File: config.mk
export PLATFORM = sky130hd
export DESIGN_NAME = rsks_ctrl
export DESIGN_NICKNAME = d
export VERILOG_FILES = /design/src/rsks_pkg.sv /design/src/rsks_ctrl.sv
export SDC_FILE = /design/constraint.sdc
export NUM_CORES = 1
export LEC_CHECK = 0
export ABC_CLOCK_PERIOD_IN_PS = 2900
export BUFFER_PORTS_ARGS = -buffer_cell sky130_fd_sc_hd__clkbuf_2
export CELL_PAD_IN_SITES_DETAIL_PLACEMENT = 1
export CELL_PAD_IN_SITES_GLOBAL_PLACEMENT = 1
export CORE_ASPECT_RATIO = 0.9
export CORE_MARGIN = 3
export CORE_UTILIZATION = 33
export DETAILED_ROUTE_END_ITERATION = 16
export HOLD_SLACK_MARGIN = 0.12
export PLACE_DENSITY = 0.88
export SYNTH_ARGS = -nofsm -noshare
export SYNTH_HDL_FRONTEND = slang
export SYNTH_SLANG_ARGS = --single-unit
File: constraint.sdc
create_clock -name clk -period 2.9 [get_ports clk]
set_clock_uncertainty 0.2 [all_clocks]
set_input_delay 0 -clock clk [delete_from_list [all_inputs] [get_ports clk]]
set_output_delay 0 -clock clk [all_outputs]
set_load 0.01 [all_outputs]
File: src/rsks_pkg.sv
// shared types, constants and helpers for the record sort and key search unit
// depends on nothing; every other file of the block but rsks_ram imports it
package rsks_pkg;

    localparam int MAX_RECORDS = 64;
    localparam int KEY_CHARS   = 9;
    localparam int TAG_BITS    = 16;

    // field widths fixed by the channel payload
    localparam int CMD_W       = 2;
    localparam int HEAD_W      = 64;
    localparam int TAIL_W      = 8;
    localparam int TAG_FIELD_W = 16;
    localparam int KEY_SLOTS   = 9;
    localparam int KEY_W       = HEAD_W + TAIL_W;

    localparam int IDX_W = (MAX_RECORDS > 1) ? $clog2(MAX_RECORDS) : 1;
    localparam int CNT_W = $clog2(MAX_RECORDS + 1);

    typedef logic [KEY_W-1:0] key_t;
    typedef logic [IDX_W-1:0] idx_t;
    typedef logic [CNT_W-1:0] cnt_t;

    typedef struct packed {
        key_t                key;
        logic [TAG_BITS-1:0] tag;
    } rec_t;

    localparam int REC_W = $bits(rec_t);

    typedef enum logic [CMD_W-1:0] {
        CMD_LOAD   = 2'd0,
        CMD_SORT   = 2'd1,
        CMD_SEARCH = 2'd2,
        CMD_CLEAR  = 2'd3
    } cmd_t;

    typedef enum logic [1:0] {
        PUSH_NONE,
        PUSH_RDATA,
        PUSH_PEND,
        PUSH_MARK
    } push_sel_t;

    typedef enum logic [3:0] {
        ST_IDLE,
        ST_MARK,
        ST_LDI,
        ST_LDW,
        ST_SRD,
        ST_SCMP,
        ST_SWI,
        ST_LRD,
        ST_LOUT,
        ST_QRD,
        ST_QCMP,
        ST_QEND
    } state_t;

    typedef struct packed {
        logic      store_item;
        logic      clear_count;
        logic      take_query;
        logic      rd_i;
        logic      rd_j;
        logic      load_cur;
        logic      init_j;
        logic      inc_j;
        logic      clr_j;
        logic      inc_i;
        logic      clr_i;
        logic      cmp_step;
        logic      wr_cur_i;
        logic      take_pend;
        logic      clr_pend;
        push_sel_t push_sel;
        logic      push_last;
    } dp_cmd_t;

    typedef struct packed {
        logic full;
        logic count_zero;
        logic count_one;
        logic last_i;
        logic last_j;
        logic key_ge;
        logic key_match;
        logic out_free;
        logic pend_valid;
    } dp_stat_t;

    // zero every character after the first nul or beyond the key length
    function automatic key_t norm_key(logic [HEAD_W-1:0] head, logic [TAIL_W-1:0] tail);
        key_t k;
        logic ended;
        k     = {head, tail};
        ended = 1'b0;
        for (int p = 0; p < KEY_SLOTS; p++)
        begin
            if (k[KEY_W-1-8*p -: 8] == 8'd0 || p >= KEY_CHARS)
            begin
                ended = 1'b1;
            end
            if (ended)
            begin
                k[KEY_W-1-8*p -: 8] = 8'd0;
            end
        end
        return k;
    endfunction

endpackage

File: src/rsks_ctrl.sv
// controller: sequences loads, the exchange sort, listing and key search
// depends on rsks_pkg
module rsks_ctrl import rsks_pkg::*; (
    input  logic             clk,
    input  logic             rst_n,
    input  logic             item_valid,
    input  logic [CMD_W-1:0] item_cmd,
    output logic             item_ready,
    output dp_cmd_t          cmd,
    input  dp_stat_t         stat
);

    state_t state_reg, state_next;

    always_ff @(posedge clk or negedge rst_n)
    begin
        if (!rst_n)
        begin
            state_reg <= ST_IDLE;
        end
        else
        begin
            state_reg <= state_next;
        end
    end

    always_comb
    begin
        state_next = state_reg;
        item_ready = 1'b0;
        cmd        = '0;
        cmd.push_sel = PUSH_NONE;

        unique case (state_reg)
            ST_IDLE:
            begin
                item_ready = 1'b1;
                if (item_valid)
                begin
                    unique case (cmd_t'(item_cmd))
                        CMD_LOAD:
                        begin
                            cmd.store_item = !stat.full;
                        end
                        CMD_CLEAR:
                        begin
                            cmd.clear_count = 1'b1;
                        end
                        CMD_SORT:
                        begin
                            priority if (stat.count_zero)
                            begin
                                state_next = ST_MARK;
                            end
                            else if (stat.count_one)
                            begin
                                cmd.clr_j  = 1'b1;
                                state_next = ST_LRD;
                            end
                            else
                            begin
                                cmd.clr_i  = 1'b1;
                                state_next = ST_LDI;
                            end
                        end
                        CMD_SEARCH:
                        begin
                            cmd.take_query = 1'b1;
                            cmd.clr_j      = 1'b1;
                            cmd.clr_pend   = 1'b1;
                            state_next     = stat.count_zero ? ST_QEND : ST_QRD;
                        end
                    endcase
                end
            end

            ST_MARK:
            begin
                if (stat.out_free)
                begin
                    cmd.push_sel  = PUSH_MARK;
                    cmd.push_last = 1'b1;
                    state_next    = ST_IDLE;
                end
            end

            // one outer pass: fetch entry i into the carried slot
            ST_LDI:
            begin
                cmd.rd_i   = 1'b1;
                state_next = ST_LDW;
            end
            ST_LDW:
            begin
                cmd.load_cur = 1'b1;
                cmd.init_j   = 1'b1;
                state_next   = ST_SRD;
            end
            ST_SRD:
            begin
                cmd.rd_j   = 1'b1;
                state_next = ST_SCMP;
            end
            ST_SCMP:
            begin
                cmd.cmp_step = 1'b1;
                if (stat.last_j)
                begin
                    state_next = ST_SWI;
                end
                else
                begin
                    cmd.inc_j  = 1'b1;
                    state_next = ST_SRD;
                end
            end
            ST_SWI:
            begin
                cmd.wr_cur_i = 1'b1;
                if (stat.last_i)
                begin
                    cmd.clr_j  = 1'b1;
                    state_next = ST_LRD;
                end
                else
                begin
                    cmd.inc_i  = 1'b1;
                    state_next = ST_LDI;
                end
            end

            ST_LRD:
            begin
                cmd.rd_j   = 1'b1;
                state_next = ST_LOUT;
            end
            ST_LOUT:
            begin
                if (stat.out_free)
                begin
                    cmd.push_sel  = PUSH_RDATA;
                    cmd.push_last = stat.last_j;
                    if (stat.last_j)
                    begin
                        state_next = ST_IDLE;
                    end
                    else
                    begin
                        cmd.inc_j  = 1'b1;
                        state_next = ST_LRD;
                    end
                end
            end

            ST_QRD:
            begin
                cmd.rd_j   = 1'b1;
                state_next = ST_QCMP;
            end
            // a match is held in the pending slot until the next one, so the final one can carry last
            ST_QCMP:
            begin
                if (!(stat.key_match && stat.pend_valid && !stat.out_free))
                begin
                    if (stat.key_match)
                    begin
                        if (stat.pend_valid)
                        begin
                            cmd.push_sel = PUSH_PEND;
                        end
                        cmd.take_pend = 1'b1;
                    end
                    if (stat.last_j)
                    begin
                        state_next = ST_QEND;
                    end
                    else
                    begin
                        cmd.inc_j  = 1'b1;
                        state_next = ST_QRD;
                    end
                end
            end
            ST_QEND:
            begin
                if (stat.out_free)
                begin
                    cmd.push_sel  = stat.pend_valid ? PUSH_PEND : PUSH_MARK;
                    cmd.push_last = 1'b1;
                    state_next    = ST_IDLE;
                end
            end

            default:
            begin
                state_next = ST_IDLE;
            end
        endcase
    end

endmodule

* Yosys cells after proc, flatten, opt, wreduce, memory -nomap -nowiden
Index checks and enable logic that the tools add are counted.
** Storage, ports and cells
- Input port bits :: 14
- Flip-flop bits (word level) :: 4
- Output and inout bits :: 19
- Word-level logic and storage cells :: 84
** Cells by class
- Mux-type cells :: 55
- Reduce and logical (&&, ||, !) cells :: 9
- Equal/unequal tests :: 19
** Operators by type and width (number)
- case mux 4 bit (11 select lines) :: 1
- two-way mux 1 bit :: 28
- two-way mux 3 bit :: 7
- two-way mux 4 bit :: 5
- == test 4 x 3 -> 1 bit, second input constant :: 4
- == test 4 bit, second input constant :: 4
- two-way mux 2 bit :: 8
- == test 4 x 2 -> 1 bit, second input constant :: 2
- case mux 2 bit (4 select lines) :: 1
- case mux 4 bit (2 select lines) :: 1
- != test 2 bit, second input constant :: 3
- case mux 1 bit (3 select lines) :: 2
- AND reduction 5 bit :: 1
- == test 2 bit, second input constant :: 2
- == test 4 x 1 -> 1 bit, second input constant :: 1
- logical NOT 4 bit :: 1
- case mux 1 bit (2 select lines) :: 2
- != test 3 x 1 -> 1 bit, second input constant :: 1
- OR reduction 3 bit :: 1
- == test 2 x 1 -> 1 bit, second input constant :: 1
- logical AND 1 bit :: 2
- logical NOT 1 bit :: 2
- logical NOT 2 bit :: 1
- != test 2 x 1 -> 1 bit, second input constant :: 1
- OR reduction 2 bit :: 1

* Logic depth before layout (Yosys ltp)
Gate-level depths: netlist of run 1.
- Depth in word-level cells :: 5
- Depth in mapped cells :: 6
- Gate-level depth less buffers :: 6

* Worst setup path after synthesis of run 1
OpenSTA, ideal clock, no wires.
- Path type :: register to output
- From :: reg state_reg[1]
- To :: out cmd[7] (netlist name)
- Data arrival time :: 1.787 ns
- Cell stages (with the launch flop) :: 5
- Path buffers :: 1
- Setup slack :: 0.913 ns
- Data required time :: 2.700 ns
- Path through :: dfrtp_1 > buf_6 > nor4_1 > nand2_1 > nor4b_1
** RTL lines
- start, declared :: line rsks_ctrl.sv:13 : state_t state_reg, state_next;
- start signal, assigned :: line rsks_ctrl.sv:23 : state_reg <= state_next;
- end, declared :: line rsks_ctrl.sv:9 : output dp_cmd_t cmd,

* Worst setup path in the final report of run 1
- From :: reg state_reg[1]
- To :: reg state_reg[0]
** Between the ends
- Longest elaborated chain between the ends :: 4
- Elaborated cells between the ends (all ways) :: 20
- Those cells by class :: eq/ne (16); mux (1); reduce/logical (3)
** Ends and longest elaborated chain
- == test 4 bit or == test 4 x 1 -> 1 bit (tied branches) :: line rsks_ctrl.sv:34 : unique case (state_reg)
- OR reduction 2 bit (no line)
- != test 2 x 1 -> 1 bit (no line)
- AND reduction 5 bit (no line)
Several ways; a longest one is shown, not always the timed one.
A chain may end at the register's enable or synchronous reset.

==> reports/metrics.cfg, run 1 <==
[timing]
setup_viol=0
hold_viol_final=0
relSlewSlack_pct=53.5
worst_pin_slew_ns=0.691
fmaxAchievable_ghz=0.388
drv_slew=0
period_needed_ns=2.57
rsz0062_at_grt=false
min_period_over_period_pct=88.8
finalSetupTns_ns=0

[final_layout]
fin_cells=155
multi_input_area_um2=507
fin_nets=152
n_antenna_cell=0
final_util_pct=53.1
fillers=247
fin_area_um2=948
area_growth_pct=41.2
drive_gt1_share_pct=30.5
largest_reg_flops=4
seq_area_um2=100

[setup_path]
endpoint_kind=flop
crit_start=state_reg[1]
path_buf_inv=1
path_class=reg -> reg
crit_required_ns=2.82
worstSetupEndpoint=state_reg[0]
critPathMaxFanout=3
crit_chain=or4_1 -> a221o_1 -> a211oi_1 -> o21ai_1 -> dlygate4sd3_1
reg2reg_slack_ns=0.33
cp-start-kind=flop
cp.arrival_ns=2.49
critPathMaxStageDelay_ns=0.56
cp.depth=5
rr_startpoint=state_reg[1]
reg2regPathDepth=5
reg2reg_to=state_reg[0]
slowest_stage=dlygate4sd3_1
critical_path.top_delay_family=compound AO/OA/AOI/OAI gates

[floorplanning]
start_util_pct=37.6
die_w_um=53.6
fp.dieH_um=48.8
dieArea_um2=2610
io_pins=33
core-area_um2=1790
rows=14

[synth]
syn_inst=93
synth_fp_nets=112
synth.avg_cell_area_um2=7.22
yosysUniqueCellTypes=39
synth_area_leaders=dfrtp_1, ha_1, nand2b_1
synth_top_area_share_pct=14.9
seq_area_frac_synth_pct=14.9
yosysWarnings=0
yosys.area.top_type=dfrtp_1
synth-edff-count=0
synthFlopType=dfrtp_1
netlist_area_um2=672
synth_seq_cells=4
ys_async_sr_fraction_pct=100

[global_routing]
antenna_found_initial=0
grt_pass1_vias=905
grt_pass1_wl_mm=4.10
grt.total_usage_pct=20.4
grt_max_degree=19
grt.overflow.total=0

[placement]
dp_cells=142
io_buffer_count=31
place_congestion=0.793
hpwl_mm=1.71
placed_area_um2=826

[pwr]
power_w=0.000733
power_density_nw_per_um2=773
vdd_ir_drop_max_mv=0.405
power_leakage_nw=0.485

[drt]
drt_iter0_markers=8
avgViaCountPerCell=5.41
num_vias=839
routed_wl_mm=2.39
drtPass1Iterations=2
postRouteAntennaNets=0
drc=0
wl_per_cell_um=15.4

[clock_network]
cts_max_path_buffers=2
clock_latency_ns=0.24
cts_resized=0
path_clk_slew_ns=0.04
cts_tree=built
cts.sinks=4
cts_buffers=3
root_buffer=clkbuf_4
htreeDepth=1

[status]
status=finished clean

[hold_path]
hold_path_class=in -> out
min-delay-start=stat[7]

[job]
cap_violations=0

[Yosys cell counts (2+ instances only)]
cell type	count
a211o_1	2
a21oi_1	5
a31oi_1	3
and3_1	2
buf_4	2
clkbuf_1	3
dfrtp_1	4
ha_1	5
inv_1	5
nand2_1	4
nand2b_1	6
nand3_1	4
nor2_1	7
nor2b_1	2
nor3_1	6
nor4_1	2
nor4b_1	2
o21ai_0	6
or4b_2	2
xor2_1	2
[worst min path at each step]
stage	endpoint	depth (start not counted)
2_1_floorplan	state_reg[0]	0
3_3_place_gp	state_reg[3]	1
3_5_place_dp	state_reg[2]	1
4_1_cts	cmd[7]	3
5_1_grt	cmd[7]	3
6_report	cmd[7]	3
[logic make-up (layout without fill, tap and decap cells)]
logic type      after synthesis  count (layout)  synth area share (%)
simple gates                 44              44                  39.1
fa+ha+maj                     5               5                  9.31
xor+xnor                      3               3                  3.91
mux                           1               1                  1.49
buf+inv                      13              51                  9.68
compound gates               23              23                  21.6
flops                         4               4                  14.9
[cells in the final DEF, fill, tap and decap left out, drive strengths merged, types with 2 or more instances in the layout]
cell type / count
nor4b: 2
nand2b: 6
xor2: 2
or4b: 2
ha: 5
dfrtp: 4
nand2: 4
nor3: 6
nor4: 2
a31oi: 3
dlygate4sd3: 10
a211o: 2
nor2b: 2
nand3: 4
clkbuf: 34
nor2: 7
and3: 2
a21oi: 5
o21ai: 7
buf: 2
inv: 5
[routing by layer]
metal	GRT usage, %	vias to the layer above	part of all wire (%)
met3	1.22	4	4.1
met2	36.5	25	52
li1	-	418	-
met1	24.7	392	42
met4	7.23	0	1.6
met5	0	-	0
[tightest hold or removal path: stages]
cell,delay (ns)
clkbuf_2,0.13
nor4b_1,0.06
clkbuf_2,0.12
[power breakdown]
part	leakage (nW)	switching [W]	total [W]	internal, W
combinational	0.421	0.000288	0.000517	0.000229
sequential	0.0504	0.0000609	0.000142	0.0000807
clock	0.0138	0.0000277	0.0000743	0.0000466
total	0.485	0.000377	0.000733	0.000356
[area by class of cell]
class,count,area share (%)
Clock buffer,3,2.37
Multi-Input combinational cell,76,53.4
Sequential cell,4,10.6
Inverter,5,1.98
Timing Repair Buffer,43,28.5
Tap cell,24,3.17
[through the flow]
step,worst slack (ns),hold WS [ns]
finish,0.326,0.115
global route,0.285,0.148
CTS,0.353,0.120
global placement,0.839,-0.396
detailed placement,0.770,-0.387
floorplan,0.913,-0.496
[what timing repair did]
item,4_1_cts,5_1_grt
setup buffers,0,0
endpoints found under the setup margin,0,0
hold endpoints to repair,11,0
hold buffers,10,0
No activity file was read; power rests on OpenSTA's default activity.
==> run 2: changes to the inputs <==
Settings changed: CORE_MARGIN 3 to 8.
==> run 2 against run 1 <==
First-iteration DRC count grew to 3.9 times the previous value. Clock power is 4.6% lower. Critical path depth is the same. Die area rose by 43%. Non-clock buffer count is 2 lower. Worst setup slack worse by 0.20 ns. Utilization is 4.1 points lower. Sequential power rose by 22%. Total power decreased by 2.6%.
==> reports/metrics.cfg, run 2 (synthesis results as in run 1) <==
[status]
status=finished clean

[timing]
setup_viol=0
finalSetupTns_ns=0
fmaxAchievable_ghz=0.361
relSlewSlack_pct=63.5
period_needed_ns=2.77
hold_ws_ns=0.134
rsz0062_at_grt=false
drv_slew=0
worst_pin_slew_ns=0.548
min_period_over_period_pct=95.5
hold_viol_final=0

[floorplanning]
fp.dieH_um=58.8
core-area_um2=1910
start_util_pct=35.1
dieArea_um2=3740
io_pins=33
die_w_um=63.6
rows=15

[setup_path]
path_buf_inv=1
path_class=reg -> reg
crit_chain=or4_1 -> a221o_1 -> a211oi_1 -> o21ai_1 -> dlygate4sd3_1
reg2reg_slack_ns=0.13
critical_path.top_delay_family=compound AO/OA/AOI/OAI gates
cp-start-kind=flop
critPathMaxStageDelay_ns=0.59
crit_required_ns=2.82
cp.arrival_ns=2.69
reg2reg_to=state_reg[0]
crit_start=state_reg[1]
critPathMaxFanout=17
endpoint_kind=flop
rr_startpoint=state_reg[1]
reg2regPathDepth=5
slowest_stage=or4_1

[global_routing]
grt.total_usage_pct=13.0
grt_pass1_vias=890
grt.overflow.total=0
grt_max_degree=18
grt_pass1_wl_mm=4.01
antenna_found_initial=0

[clock_network]
cts.sinks=4
cts_max_path_buffers=2
cts_buffers=3
htreeDepth=1
cts_tree=built
path_clk_slew_ns=0.04
clock_latency_ns=0.24
root_buffer=clkbuf_4

[final_layout]
layout_common_cells=clkbuf_2, dlygate4sd3_1, nor2_1
drive_gt1_share_pct=31.0
area_growth_pct=39.7
fin_nets=150
largest_reg_flops=4
fillers=267
seq_area_um2=100
multi_input_area_um2=513
n_antenna_cell=0
final_common_cell=clkbuf_2

[pwr]
power_density_nw_per_um2=761
power_switching_w=0.000369
power_frac_comb_pct=65.9
power_frac_seq_pct=24.2
power_w=0.000714
pwr-share-clk_pct=9.9
vdd_ir_drop_max_mv=0.321
p_int_w=0.000345
power_leakage_nw=0.478
switching_share_pct=51.7

[hold_path]
hold_path_class=in -> reg
hold_path_depth=5
min-delay-start=stat[7]
hold_end=state_reg[2]

[drt]
drc=0
routed_wl_mm=2.40
avgViaCountPerCell=5.56
wl_per_cell_um=15.6
drt_iter0_markers=31
drtPass1Iterations=4
num_vias=857
postRouteAntennaNets=0

[job]
cap_violations=0

[placement]
hpwl_mm=1.85
io_buffer_count=31
place_congestion=0.800

-- run 2: changes by cell type in the layout (fill, tap and decap cells not counted), sizes merged --
cell and delta:
buf -1, dlygate4sd3 -1
-- run 2: repair_timing --
action | 4_1_cts | 5_1_grt
hold endpoints to repair | 10 | 0
hold buffers | 9 | 0
endpoints found under the setup margin | 0 | 1
setup buffers | 0 | 0
gates resized for setup | 0 | 1
-- run 2: metrics by stage --
stage / setup slack, ns / cell area [um^2] / std cells / utilization (%)
after floorplan: 0.913 / 672 / 93 / -
after global placement: 0.796 / 820 / 142 / 42.8
after detailed placement: 0.723 / 820 / 142 / 42.8
after CTS: 0.114 / 932 / 154 / 48.7
after global routing: 0.0411 / 938 / 154 / 49.0
final: 0.130 / 938 / 154 / 49.0
-- run 2: layout make-up --
| cell class | instances | share of cell area, % |
|---|---|---|
| multi-input cells | 76 | 54.7 |
| repair buffers | 41 | 26.9 |
| flip-flops and latches | 4 | 10.7 |
| well taps | 25 | 3.33 |
| clock buffers | 3 | 2.40 |
| inverters | 5 | 2.00 |
-- run 2: how the worst max path moves through the flow --
stage / slack, ns / to / depth (start not counted)
floorplan: 0.91 / cmd[7] / 4
global placement: 0.80 / state_reg[0] / 4
detailed placement: 0.72 / state_reg[0] / 4
CTS: 0.11 / cmd[7] / 5
global route: 0.04 / state_reg[0] / 5
finish: 0.13 / state_reg[0] / 5
-- run 2: routing by layer --
metal	GRT usage (%)	wire length, um
met5	0	0
met4	6.67	54
met3	4.92	185
met2	22.8	1130
met1	13.2	1030
-- run 2: worst min-delay path, cell delays in order --
cell	delay, ns
clkbuf_2	0.13
or4b_2	0.13
o21ai_0	0.09
nand3_1	0.09
a21oi_1	0.08
-- run 2: power by group through the flow --
stage	combinational, W	sequential [W]	clock, W
after floorplan	0.000381	0.0000990	0
after global placement	0.000421	0.000167	0
after detailed placement	0.000439	0.000167	0
after CTS	0.000470	0.000166	0.0000702
after global routing	0.000523	0.000180	0.0000760
final	0.000470	0.000173	0.0000709
